==> src/rtl/core/tlfs_pkg.sv <==
`default_nettype none

package tlfs_pkg;

	localparam int MAX_PROCS  = 16;
	localparam int MAX_IOS    = 8;
	localparam int PIDX_W     = (MAX_PROCS > 1) ? $clog2(MAX_PROCS) : 1;
	localparam int PCNT_W     = $clog2(MAX_PROCS + 1);
	localparam int IOIDX_W    = (MAX_IOS > 1) ? $clog2(MAX_IOS) : 1;
	localparam int IOCNT_W    = $clog2(MAX_IOS + 1);
	localparam int IOADDR_W   = PIDX_W + IOIDX_W;
	localparam int IO_DEPTH   = 2 ** IOADDR_W;
	localparam int CLK_W      = 20;
	localparam int PID_W      = 16;
	localparam int CPU_W      = 16;
	localparam int SET_W      = 8;
	localparam int CFG_IDX_W  = 8;
	localparam int NUM_Q      = 6;
	localparam int QIDX_W     = 3;
	localparam int NUM_DEV    = 3;
	localparam int CMDQ_DEPTH = 2;
	localparam int CMDQ_PW    = $clog2(CMDQ_DEPTH);

	localparam logic [CLK_W-1:0] CLOCK_MAX = '1;

	// queue codes
	localparam logic [QIDX_W-1:0] Q_ARR  = 3'd0;
	localparam logic [QIDX_W-1:0] Q_HIGH = 3'd1;
	localparam logic [QIDX_W-1:0] Q_LOW  = 3'd2;
	localparam logic [QIDX_W-1:0] Q_DISK = 3'd3;

	// item kinds
	localparam logic [1:0] KIND_ADD  = 2'd0;
	localparam logic [1:0] KIND_IO   = 2'd1;
	localparam logic [1:0] KIND_RUN  = 2'd2;
	localparam logic [1:0] KIND_NONE = 2'd3;

	// device codes
	localparam logic [1:0] DEV_DISK    = 2'd0;
	localparam logic [1:0] DEV_TAPE    = 2'd1;
	localparam logic [1:0] DEV_PRINTER = 2'd2;

	// outcomes
	localparam logic [2:0] OUT_IDLE     = 3'd0;
	localparam logic [2:0] OUT_TO_LOW   = 3'd1;
	localparam logic [2:0] OUT_FINISHED = 3'd2;
	localparam logic [2:0] OUT_DISK     = 3'd3;
	localparam logic [2:0] OUT_LOADED   = 3'd6;
	localparam logic [2:0] OUT_FULL     = 3'd7;

	// register indexes
	localparam logic [CFG_IDX_W-1:0] REG_QUANTUM = 8'd0;
	localparam logic [CFG_IDX_W-1:0] REG_DISK    = 8'd1;
	localparam logic [CFG_IDX_W-1:0] REG_TAPE    = 8'd2;
	localparam logic [CFG_IDX_W-1:0] REG_PRINTER = 8'd3;

	typedef struct packed {
		logic [1:0]       kind;
		logic [PID_W-1:0] pid;
		logic [CLK_W-1:0] arrival_time;
		logic [CPU_W-1:0] cpu_total;
		logic [1:0]       io_device;
		logic [CPU_W-1:0] io_moment;
	} cmd_t;

	typedef enum logic [3:0] {
		ST_IDLE,
		ST_ARR,
		ST_DEV,
		ST_PICK,
		ST_CALC,
		ST_DECIDE,
		ST_ADV,
		ST_FIN,
		ST_DONE
	} state_t;

endpackage

`default_nettype wire

==> src/rtl/core/tlfs_cmd_fifo.sv <==
`default_nettype none

// Short command queue between the front and the back.
module tlfs_cmd_fifo import tlfs_pkg::*; (
	input  logic clk,
	input  logic arst_n,
	input  logic push,
	input  cmd_t push_cmd,
	output logic full,
	input  logic pop,
	output logic avail,
	output cmd_t head_cmd
);

	cmd_t                mem_q [CMDQ_DEPTH];
	logic [CMDQ_PW-1:0]  wr_q;
	logic [CMDQ_PW-1:0]  rd_q;
	logic [CMDQ_PW:0]    cnt_q;

	assign full     = (cnt_q == (CMDQ_PW + 1)'(CMDQ_DEPTH));
	assign avail    = (cnt_q != '0);
	assign head_cmd = mem_q[rd_q];

	always_ff @(posedge clk or negedge arst_n) begin
		if (!arst_n) begin
			wr_q  <= '0;
			rd_q  <= '0;
			cnt_q <= '0;
		end else begin
			if (push && !full) begin
				wr_q <= wr_q + 1'b1;
			end
			if (pop && avail) begin
				rd_q <= rd_q + 1'b1;
			end
			if ((push && !full) && !(pop && avail)) begin
				cnt_q <= cnt_q + 1'b1;
			end else if (!(push && !full) && (pop && avail)) begin
				cnt_q <= cnt_q - 1'b1;
			end
		end
	end

	always_ff @(posedge clk) begin
		if (push && !full) begin
			mem_q[wr_q] <= push_cmd;
		end
	end

endmodule

`default_nettype wire

==> config.mk <==
export PLATFORM = sky130hd
export DESIGN_NAME = tlfs_cmd_fifo
export DESIGN_NICKNAME = d
export VERILOG_FILES = /design/src/rtl/core/tlfs_pkg.sv /design/src/rtl/core/tlfs_cmd_fifo.sv
export SDC_FILE = /design/constraint.sdc
export NUM_CORES = 1
export LEC_CHECK = 0
export BUFFER_PORTS_ARGS = -buffer_cell sky130_fd_sc_hd__clkbuf_2
export CORE_MARGIN = 2
export CORE_UTILIZATION = 52
export CTS_CLUSTER_DIAMETER = 200
export CTS_CLUSTER_SIZE = 25
export DETAILED_ROUTE_END_ITERATION = 8
export PLACE_DENSITY = 0.79
export SLEW_MARGIN = 20
export SYNTH_ARGS = -nofsm -noshare
export SYNTH_HDL_FRONTEND = slang
export SYNTH_SLANG_ARGS = --single-unit
==> constraint.sdc <==
create_clock -name clk -period 4.98 [get_ports clk]
set_input_delay 0.747 -clock clk [delete_from_list [all_inputs] [get_ports clk]]
set_output_delay 0.747 -clock clk [all_outputs]
set_load 0.03 [all_outputs]
==> results of run 1 <==
## state kept, by name, indices dropped and copies added (netlist names)
register,count
cnt_q,2
rd_q,1
mem_q,144
wr_q,1
## cells by family after synthesis
family | Yosys count
buf+inv | 10
mux | 72
fa+ha+maj | 1
flops | 148
xor+xnor | 5
simple gates | 7
## synthesized netlist by cell type, types with 2 or more instances
| cell | instances | area (um2) |
|---|---|---|
| nor2_1 | 2 | 7.51 |
| mux2_4 | 69 | 1040 |
| edfxtp_1 | 144 | 4320 |
| xnor2_1 | 3 | 26.3 |
| mux2_2 | 3 | 33.8 |
| dfrtp_1 | 4 | 100 |
| buf_12 | 7 | 140 |
| xor2_1 | 2 | 17.5 |
| inv_1 | 2 | 7.51 |
## worst paths after layout
| kind | slack (ns) | end | from | cells after the start |
|---|---|---|---|---|
| max | 1.63 | head_cmd[10] | rd_q$_DFFE_PN0P_ | 3 |
| min | 0.04 | wr_q$_DFFE_PN0P_ | arst_n | 1 |
| max reg2reg | 2.88 | mem_q[0][71]$_DFFE_PP_ | cnt_q[0]$_DFFE_PN0P_ | 5 |
| min reg2reg | 0.51 | cnt_q[1]$_DFFE_PN0P_ | cnt_q[1]$_DFFE_PN0P_ | 1 |
| max in group asynchronous | 4.80 | rd_q$_DFFE_PN0P_ | arst_n | 1 |
| min in group clk | 0.43 | mem_q[1][28]$_DFFE_PP_ | push_cmd[28] | 1 |
## power by group through the flow
stage / Combinational, mW / Clock [mW] / Sequential [mW]
after CTS: 1.70 / 1.14 / 1.89
after global placement: 1.67 / 0 / 1.89
after global routing: 1.79 / 1.20 / 1.91
after floorplan: 1.49 / 0 / 1.81
final: 1.69 / 1.12 / 1.88
after detailed placement: 1.69 / 0 / 1.91
## cell type report
cell class / count / area, um2 / area share (%)
Clock buffer: 18 / 418 / 5.87
Clock inverter: 14 / 114 / 1.60
Inverter: 2 / 7.51 / 0.105
Multi-Input combinational cell: 85 / 1170 / 16.5
Sequential cell: 148 / 4430 / 62.2
Tap cell: 140 / 175 / 2.46
Timing Repair Buffer: 152 / 801 / 11.2
## worst max-delay path, stage by stage, from the launching register on
cell	delay (ns)
dfrtp_4	0.94
buf_4	0.59
mux2_4	0.35
clkbuf_2	0.19
## layer usage
metal  up-vias  wire (um)  global-route usage (%)
met5         -          0                       0
met2        98       4760                    26.5
met4         0        119                    7.51
met1      1364       3540                    17.7
met3        12        716                    6.81
li1       1288          -                       -
==> run summary, run 1 <==
Ant. Diodes = 0
Layout area overhead = 23.9%
Max-cap violations = 0
Status = completed
First-pass DRT Iterations = 4
Adder-Cell Fraction of Synth Area = 0.218%
Hpwl dp = 5970 um
Pin count of the biggest net entering global routing = 73
Util after Layout = 66.0%
Core Region = 0.0108 mm2
Die span in y = 109 um
LEAKAGE = 2.92 nW
Hold bufs inserted after CTS = 0
IO Pins = 150
Clock Path Buffers = 2
Max frequency = 298 MHz
Largest family of logic cells by synthesized area = multiplexers
Gates resized, CTS repair = 0
Final worst slack = 1.63 ns
TritonCTS Sinks = 148
Number of fill cells in the layout = 753
Tot Pwr = 4.69 mW
# rows = 38
Critical path arrival = 2.61 ns
Final Non-Filler Cells = 559
Initial Util = 53.2%
# port buffers = 149
Critical path type = flip-flop to output port
Post-Route Skew = 0.00526 ns
Clk_lat worst skew = 0.50 ns
Sw frac = 34.8%
Simple-gate area share of the yosys netlist = 0.632%
Normalized max-slew margin = 34.1%
Most common cell after layout, fill and taps aside = clkbuf_2
Final setup violation count = 0
Syn Nets = 320
Period minus WS final = 3.35 ns
Routed vias = 2,762
Dpl cell area = 0.00656 mm2
Post-synth cell types = 16
Post-route antenna net violation count = 0
Max VDD drop = 0.425 mV
Final hold vios = 0
Slew Viols, Final = 0
Hold WC Path Type = primary input to asynchronous set/reset pin
Most used DFF post-synth = edfxtp_1
Synth Instances = 243
Placed insts = 526
Final WL = 9140 um
Clock Tree Root = clkbuf_8
Number of synthesized flops with an enable pin = 144
Xor/xnor share of the synthesized area = 0.762%
H-tree depth = 4
Period utilisation layout = 67.4%
Worst Setup End Kind = output port
Most frequent cells in the layout = clkbuf_2, edfxtp_1, mux2_4
Placer Congestion = 0.676
Clk slew on worst S/H paths = 0.06 ns
DRC = 0
Iter 0 DRT Violations = 112
Die width = 109 um
Share of power burned in registers = 40.1%
First-pass GRT wire length = 13,700 um
WHS = 0.0368 ns
Setup bufs post-CTS = 0
Synth Area in Compound Gates = 0%
Avg WL per Cell = 16.3 um
Die area = 0.0119 mm2
Vias in the first global route = 2,844
Fin nets = 483
Post-synthesis async set-or-reset flop share = 2.70%
Initial antenna violation count = 0
Critical path peak fanout = 44
Share of layout cells above drive strength 1 = 61.6%
Synthesized area = 0.00575 mm2
Yosys Warn Count = 0
Register bit count reported by yosys = 148
Pre-CTS WS = 2.12 ns
Total GRT Usage = 15.9%
Clock Power Share = 24.0%
Vias per inst = 4.94
Mux contribution to synthesized area = 18.6%
Worst-margin pin slew = 0.989 ns
Final Cell Area = 0.00712 mm2
Total negative setup slack = 0 ns
Combinational share of power = 36.0%
Syn Area/Cell = 23.6 um2
Net Sw Power = 1.63 mW
CTS tree = built
Startpoint class of the critical path = flip-flop
CP Data Required Time = 4.23 ns
Pwr dens = 659 mW/mm2
CTS Buf Count = 17
Power Internal = 3.06 mW
GRT overflow = 0
RSZ-0062 raised after global routing = false
Sequential share of the synthesized area = 77.0%
(Power assumes the default switching activity.)
==> run 2, diff against run 1 <==
CORE_UTILIZATION = 47   (was 52)
PLACE_DENSITY = 0.75   (was 0.79)
clock period = 2.9 ns   (was 4.98 ns; I/O delays follow)
==> run 2 against run 1 <==
Net effect:
- register-to-register slack got worse by 1.9 ns
- critical endpoint is now head_cmd[55]
- critical path depth unchanged
- largest power group unchanged
- sequential share of layout area is 1.4 points lower
- global-route usage down 0.99 points
- design area increased by 2.2%
==> run summary, run 2 (synthesized netlist as in run 1, its figures left out) <==
Status = completed
Post-Route Skew = 0.00885 ns (+0.00360 ns)
Met2 wire length = 4800 um (+0.82%)
Final hold vios = 0 (unchanged)
Met3 wire len = 599 um (-16%)
Die area = 0.0131 mm2 (+10%)
Dpl cell area = 0.00662 mm2 (+0.86%)
Core Region = 0.0120 mm2 (+11%)
Largest register FFs = 144 (unchanged)
Clk slew on worst S/H paths = 0.06 ns (about the same)
Final setup violation count = 0 (unchanged)
Pin count of the biggest net entering global routing = 44 (-40%)
Worst Reg-to-Reg Cells = 4 (-1)
Post-route antenna net violation count = 0 (unchanged)
Normalized max-slew margin = 62.5% (+28 points)
Hold Crit Start = push_cmd[51]
First-pass DRT Iterations = 4 (unchanged)
CP Data Required Time = 2.47 ns (-1.76 ns)
DRC = 0 (unchanged)
Setup bufs post-CTS = 0 (unchanged)
Final WL = 9430 um (+3.2%)
CP bufs+invs = 2 (unchanged)
Worst Hold End = mem_q[1][51]$_DFFE_PP_
Clock Tree Root = clkbuf_16
Largest stage delay on the critical path = 0.51 ns (-0.43 ns)
Critical path peak fanout = 24 (-45%)
# rows = 40 (+5.3%)
Max-cap violations = 0 (unchanged)
Total GRT Usage = 15.0% (-0.99 points)
Worst Setup End Kind = output port
First-pass GRT wire length = 14,100 um (+3.5%)
Iter 0 DRT Violations = 154 (+38%)
Placer Congestion = 0.678 (+0.30%)
Top flop regs = mem_q x144, cnt_q x2
Util after Layout = 60.8% (-5.1 points)
GRT overflow = 0 (unchanged)
M1 WL = 3840 um (+8.5%)
H-tree depth = 4 (unchanged)
Die span in y = 115 um (+5.0%)
Worst-margin pin slew = 0.562 ns (-0.427 ns)
Top Layer Used = met4
Flop2flop setup slack = 0.97 ns (-1.91 ns)
LEAKAGE = 2.99 nW (+2.6%)
Initial Util = 48.0% (-5.2 points)
Pwr dens = 1170 mW/mm2 (+78%)
Period utilisation layout = 80.9%
IO Pins = 150 (unchanged)
Reg-to-reg endpoint = mem_q[0][46]$_DFFE_PP_
# port buffers = 149 (unchanged)
Avg WL per Cell = 16.6 um (+1.3%)
Critical path arrival = 1.91 ns (-0.70 ns)
Initial antenna violation count = 0 (unchanged)
Most frequent cells in the layout = clkbuf_2, edfxtp_1, mux2_4
Vias per inst = 4.86 (-1.7%)
Slowest stage cell, crit path = dfrtp_4
Final worst slack = 0.553 ns (-1.07 ns)
CTS Buf Count = 17 (unchanged)
Max frequency = 426 MHz
Layout area overhead = 26.7%
TritonCTS Sinks = 148 (unchanged)
Hpwl dp = 6400 um (+7.1%)
Share of layout cells above drive strength 1 = 61.6% (about the same)
Routed vias = 2,763 (+0.036%)
CP cell instances = buf_4 -> mux2_2 -> clkbuf_2
Pre-CTS WS = 0.926 ns (-1.20 ns)
Most common cell after layout, fill and taps aside = clkbuf_2
Clk_lat worst skew = 0.41 ns (-0.09 ns)
RSZ-0062 raised after global routing = false
Ant. Diodes = 0 (unchanged)
Clock Path Buffers = 2 (unchanged)
Final Cell Area = 0.00728 mm2 (+2.2%)
Die width = 115 um (+5.0%)
CTS tree = built
Period minus WS final = 2.35 ns
Total negative setup slack = 0 ns (unchanged)
Worst Hold Depth = 1
Max VDD drop = 0.665 mV (+56%)
Largest Register = mem_q
Vias in the first global route = 2,783 (-2.1%)
Fin nets = 486 (+0.62%)
Top cell family by delay on the critical path = buffers and inverters
Startpoint class of the critical path = flip-flop
Critical path type = flip-flop to output port
Slew Viols, Final = 0 (unchanged)
Worst reg2reg startpoint = cnt_q[0]$_DFFE_PN0P_
Gates resized, CTS repair = 0 (unchanged)
Hold WC Path Type = primary input to flip-flop
-- run 2: cell count changes in the layout (fill, tap and decap cells not counted) --
cell and change:
buf_12 +2, buf_16 -1, buf_4 +1, bufinv_16 +4
clkbuf_1 +2, clkbuf_16 +1, clkbuf_8 +2, clkinv_1 -2
clkinv_2 -2, clkinv_4 -2, clkinvlp_4 -2, dlygate4sd3_1 +1
inv_6 -1
-- run 2: cell type report --
class,instances,area [um2]
inverter,2,7.51
tap,147,184
clock buffer,23,478
sequential,148,4430
timing repair buffer,155,831
fill,859,4680
multi-input combinational,85,1170
clock inverter,9,175
-- run 2: worst max-delay path by stage --
stage	slack, ns	cells past startpoint	end	startpoint
after floorplan	0.20	2	mem_q[1][0]$_DFFE_PP_	cnt_q[0]$_DFFE_PN0P_
after global placement	0.98	3	head_cmd[51]	rd_q$_DFFE_PN0P_
after detailed placement	0.93	4	mem_q[0][45]$_DFFE_PP_	cnt_q[0]$_DFFE_PN0P_
after CTS	0.52	3	head_cmd[51]	rd_q$_DFFE_PN0P_
after global routing	0.47	3	head_cmd[51]	rd_q$_DFFE_PN0P_
final	0.55	3	head_cmd[55]	rd_q$_DFFE_PN0P_
-- run 2: through the flow --
stage                     power (mW)  std cells  hold WS (ns)
after floorplan                 5.65        243         0.139
after global placement          6.19        536         0.247
after detailed placement        6.25        536         0.250
after CTS                       8.63        569         0.187
after global routing            8.88        569         0.187
final                           8.51        569         0.205
-- run 2: what timing repair did --
item	4_1_cts	5_1_grt
hold endpoints to repair	4	0
endpoints found under the setup margin	0	0
hold buffers	1	0
-- run 2: worst register-to-register path, delay by kind of cell, from the launching register on --
family | cells | cell delay (ns)
AND/OR/NAND/NOR | 3 | 0.79
flip-flops | 1 | 0.41
buffers and inverters | 1 | 0.40
-- run 2: per-layer routing --
metal  global-route usage [%]  vias up
met3                     5.35       15
li1                         -     1297
met1                     17.6     1343
met4                     7.40        0
met2                     24.4      108
met5                        0        -
-- run 2: power breakdown --
group          leakage, nW  internal [mW]  switching [mW]  total (mW)
logic                 1.30           1.21            1.86        3.06
clock network        0.313           1.59           0.770        2.36
registers             1.38           2.93           0.155        3.09
==> run 3, diff against run 2 <==
CORE_UTILIZATION = 52   (was 47)
PLACE_DENSITY = 0.79   (was 0.75)
clock period = 2.3 ns   (was 2.9 ns; I/O delays follow)
==> run 3 against run 2 <==
Net effect:
- clock power grew 11%
- via count grew 2.1%
- clock skew is essentially flat
- die area shrank 9.3%
- critical path type unchanged
==> run summary, run 3 (synthesized netlist as in run 1, its figures left out) <==
Clock Power Share = 25.2% (-2.5 points)
Status = completed
Die span in y = 109 um (-4.8%)
CP Data Required Time = 1.96 ns (-0.51 ns)
Post-Route Skew = 0.00920 ns (+0.000349 ns)
Util after Layout = 68.1% (+7.3 points)
Pre-CTS WS = 0.645 ns (-0.281 ns)
CTS tree = built
# port buffers = 149 (unchanged)
Final hold vios = 0 (unchanged)
Iter 0 DRT Violations = 134 (-13%)
Core Region = 0.0108 mm2 (-9.8%)
Final WL = 9460 um (+0.41%)
Normalized max-slew margin = 78.3% (+16 points)
Gates resized, CTS repair = 0 (unchanged)
Hpwl dp = 6250 um (-2.4%)
Die area = 0.0119 mm2 (-9.3%)
Total negative setup slack = 0 ns (unchanged)
Multi-input gate area = 0.00117 mm2 (unchanged)
Placer Congestion = 0.742 (+9.5%)
Slowest stage cell, crit path = dfrtp_4
Hold WC Path Type = primary input to flip-flop
Most common cell after layout, fill and taps aside = clkbuf_2
Combinational share of power = 37.7% (+1.7 points)
First-pass GRT wire length = 14,200 um (+0.73%)
Placed insts = 531 (-0.93%)
Largest stage delay on the critical path = 0.45 ns (-0.06 ns)
Register area = 0.00443 mm2 (unchanged)
Share of layout cells above drive strength 1 = 60.6% (-0.97 points)
Pwr dens = 1420 mW/mm2 (+21%)
Number of fill cells in the layout = 715 (-17%)
CTS Buf Count = 17 (unchanged)
Net Sw Power = 3.59 mW (+29%)
Critical path type = flip-flop to output port
Final setup violation count = 0 (unchanged)
Power Internal = 6.85 mW (+20%)
Tot Pwr = 10.4 mW (+23%)
CP cell instances = buf_12 -> mux2_2 -> clkbuf_2
TritonCTS Sinks = 148 (unchanged)
Max frequency = 461 MHz
Worst Setup End Kind = output port
Fin nets = 501 (+3.1%)
Final worst slack = 0.130 ns (-0.422 ns)
Sw frac = 34.4% (+1.7 points)
Max VDD drop = 0.908 mV (+37%)
Slew Viols, Final = 0 (unchanged)
WHS = 0.0260 ns (-0.179 ns)
DRC = 0 (unchanged)
IO Pins = 150 (unchanged)
H-tree depth = 4 (unchanged)
Hold bufs inserted after CTS = 11 (+10)
Critical path arrival = 1.82 ns (-0.09 ns)
Total GRT Usage = 16.7% (+1.7 points)
Top cell family by delay on the critical path = buffers and inverters
Avg WL per Cell = 16.4 um (-0.98%)
Layout area overhead = 28.0%
Initial Util = 53.2% (+5.2 points)
Worst-margin pin slew = 0.325 ns (-0.236 ns)
Clk_lat worst skew = 0.51 ns (+0.10 ns)
Final Non-Filler Cells = 577 (+1.4%)
Critical path peak fanout = 41 (+71%)
First-pass DRT Iterations = 5 (+1)
Ant. Diodes = 0 (unchanged)
RSZ-0062 raised after global routing = false
Period utilisation layout = 94.3%
Vias per inst = 4.89 (+0.72%)
Startpoint class of the critical path = flip-flop
Most frequent cells in the layout = clkbuf_2, edfxtp_1, mux2_4
Die width = 109 um (-4.8%)
Period minus WS final = 2.17 ns
Initial antenna violation count = 0 (unchanged)
Clock Path Buffers = 2 (unchanged)
GRT overflow = 0 (unchanged)
Setup bufs post-CTS = 0 (unchanged)
Vias in the first global route = 2,879 (+3.4%)
LEAKAGE = 3.02 nW (+0.98%)
CP bufs+invs = 2 (unchanged)
Clock Tree Root = clkbuf_8
# rows = 38 (-5.0%)
Clk slew on worst S/H paths = 0.06 ns (about the same)
Largest register FFs = 144 (unchanged)
Top flop regs = mem_q x144, cnt_q x2
Routed vias = 2,822 (+2.1%)
Share of power burned in registers = 37.1% (+0.8 points)
Largest Register = mem_q
Max-cap violations = 0 (unchanged)
Post-route antenna net violation count = 0 (unchanged)
Final Cell Area = 0.00735 mm2 (+1.0%)
Pin count of the biggest net entering global routing = 54 (+23%)
Dpl cell area = 0.00663 mm2 (+0.28%)
run 3: changes by cell type in the layout (fill, tap and decap cells not counted), moves of 2 or more:
cell           change
clkinv_4           +4
bufinv_16          -3
dlygate4sd3_1     +13
clkbuf_1           -3
inv_6              +2
clkinvlp_4         +2
run 3: worst paths after layout:
| path | from | endpoint | slack (ns) | cells after the start |
|---|---|---|---|---|
| worst min register to register | cnt_q[1]$_DFFE_PN0P_ | cnt_q[1]$_DFFE_PN0P_ | 0.49 | 1 |
| worst max-delay path | rd_q$_DFFE_PN0P_ | head_cmd[55] | 0.13 | 3 |
| max in group asynchronous | arst_n | rd_q$_DFFE_PN0P_ | 1.97 | 2 |
| worst max register to register | cnt_q[0]$_DFFE_PN0P_ | cnt_q[1]$_DFFE_PN0P_ | 0.76 | 7 |
| worst min-delay path | push_cmd[49] | mem_q[1][49]$_DFFE_PP_ | 0.03 | 1 |
| min in group asynchronous | arst_n | cnt_q[1]$_DFFE_PN0P_ | 0.18 | 2 |
run 3: power groups by stage:
stage | sequential [mW] | combinational (mW) | clock [mW]
after floorplan | 3.88 | 3.24 | 0
after global placement | 3.89 | 3.94 | 0
after detailed placement | 3.94 | 3.97 | 0
after CTS | 3.88 | 4.00 | 2.69
after global routing | 3.93 | 4.17 | 2.81
final | 3.87 | 3.93 | 2.63
run 3: final cells by class:
class	count	share of cell area [%]
flip-flops and latches	148	60.2
multi-input cells	85	16.0
repair buffers	170	13.4
clock buffers	18	5.82
well taps	140	2.38
clock inverters	14	2.08
inverters	2	0.102
run 3: worst register-to-register path, cell delays in order, from the launching register on:
cell and delay [ns]:
dfrtp_1 0.43, nand2b_1 0.21, nand2_1 0.18, inv_1 0.07, ha_1 0.19, xor2_1 0.14
nor2_1 0.11, xor2_1 0.15
run 3: metal layers:
layer  global-route usage, %  routed length [um]  vias up
met4                    7.78                 103        0
met2                    30.1                5320       83
met5                       0                   0        -
met1                    17.7                3510     1404
li1                        -                   -     1327
met3                    5.14                 529        8
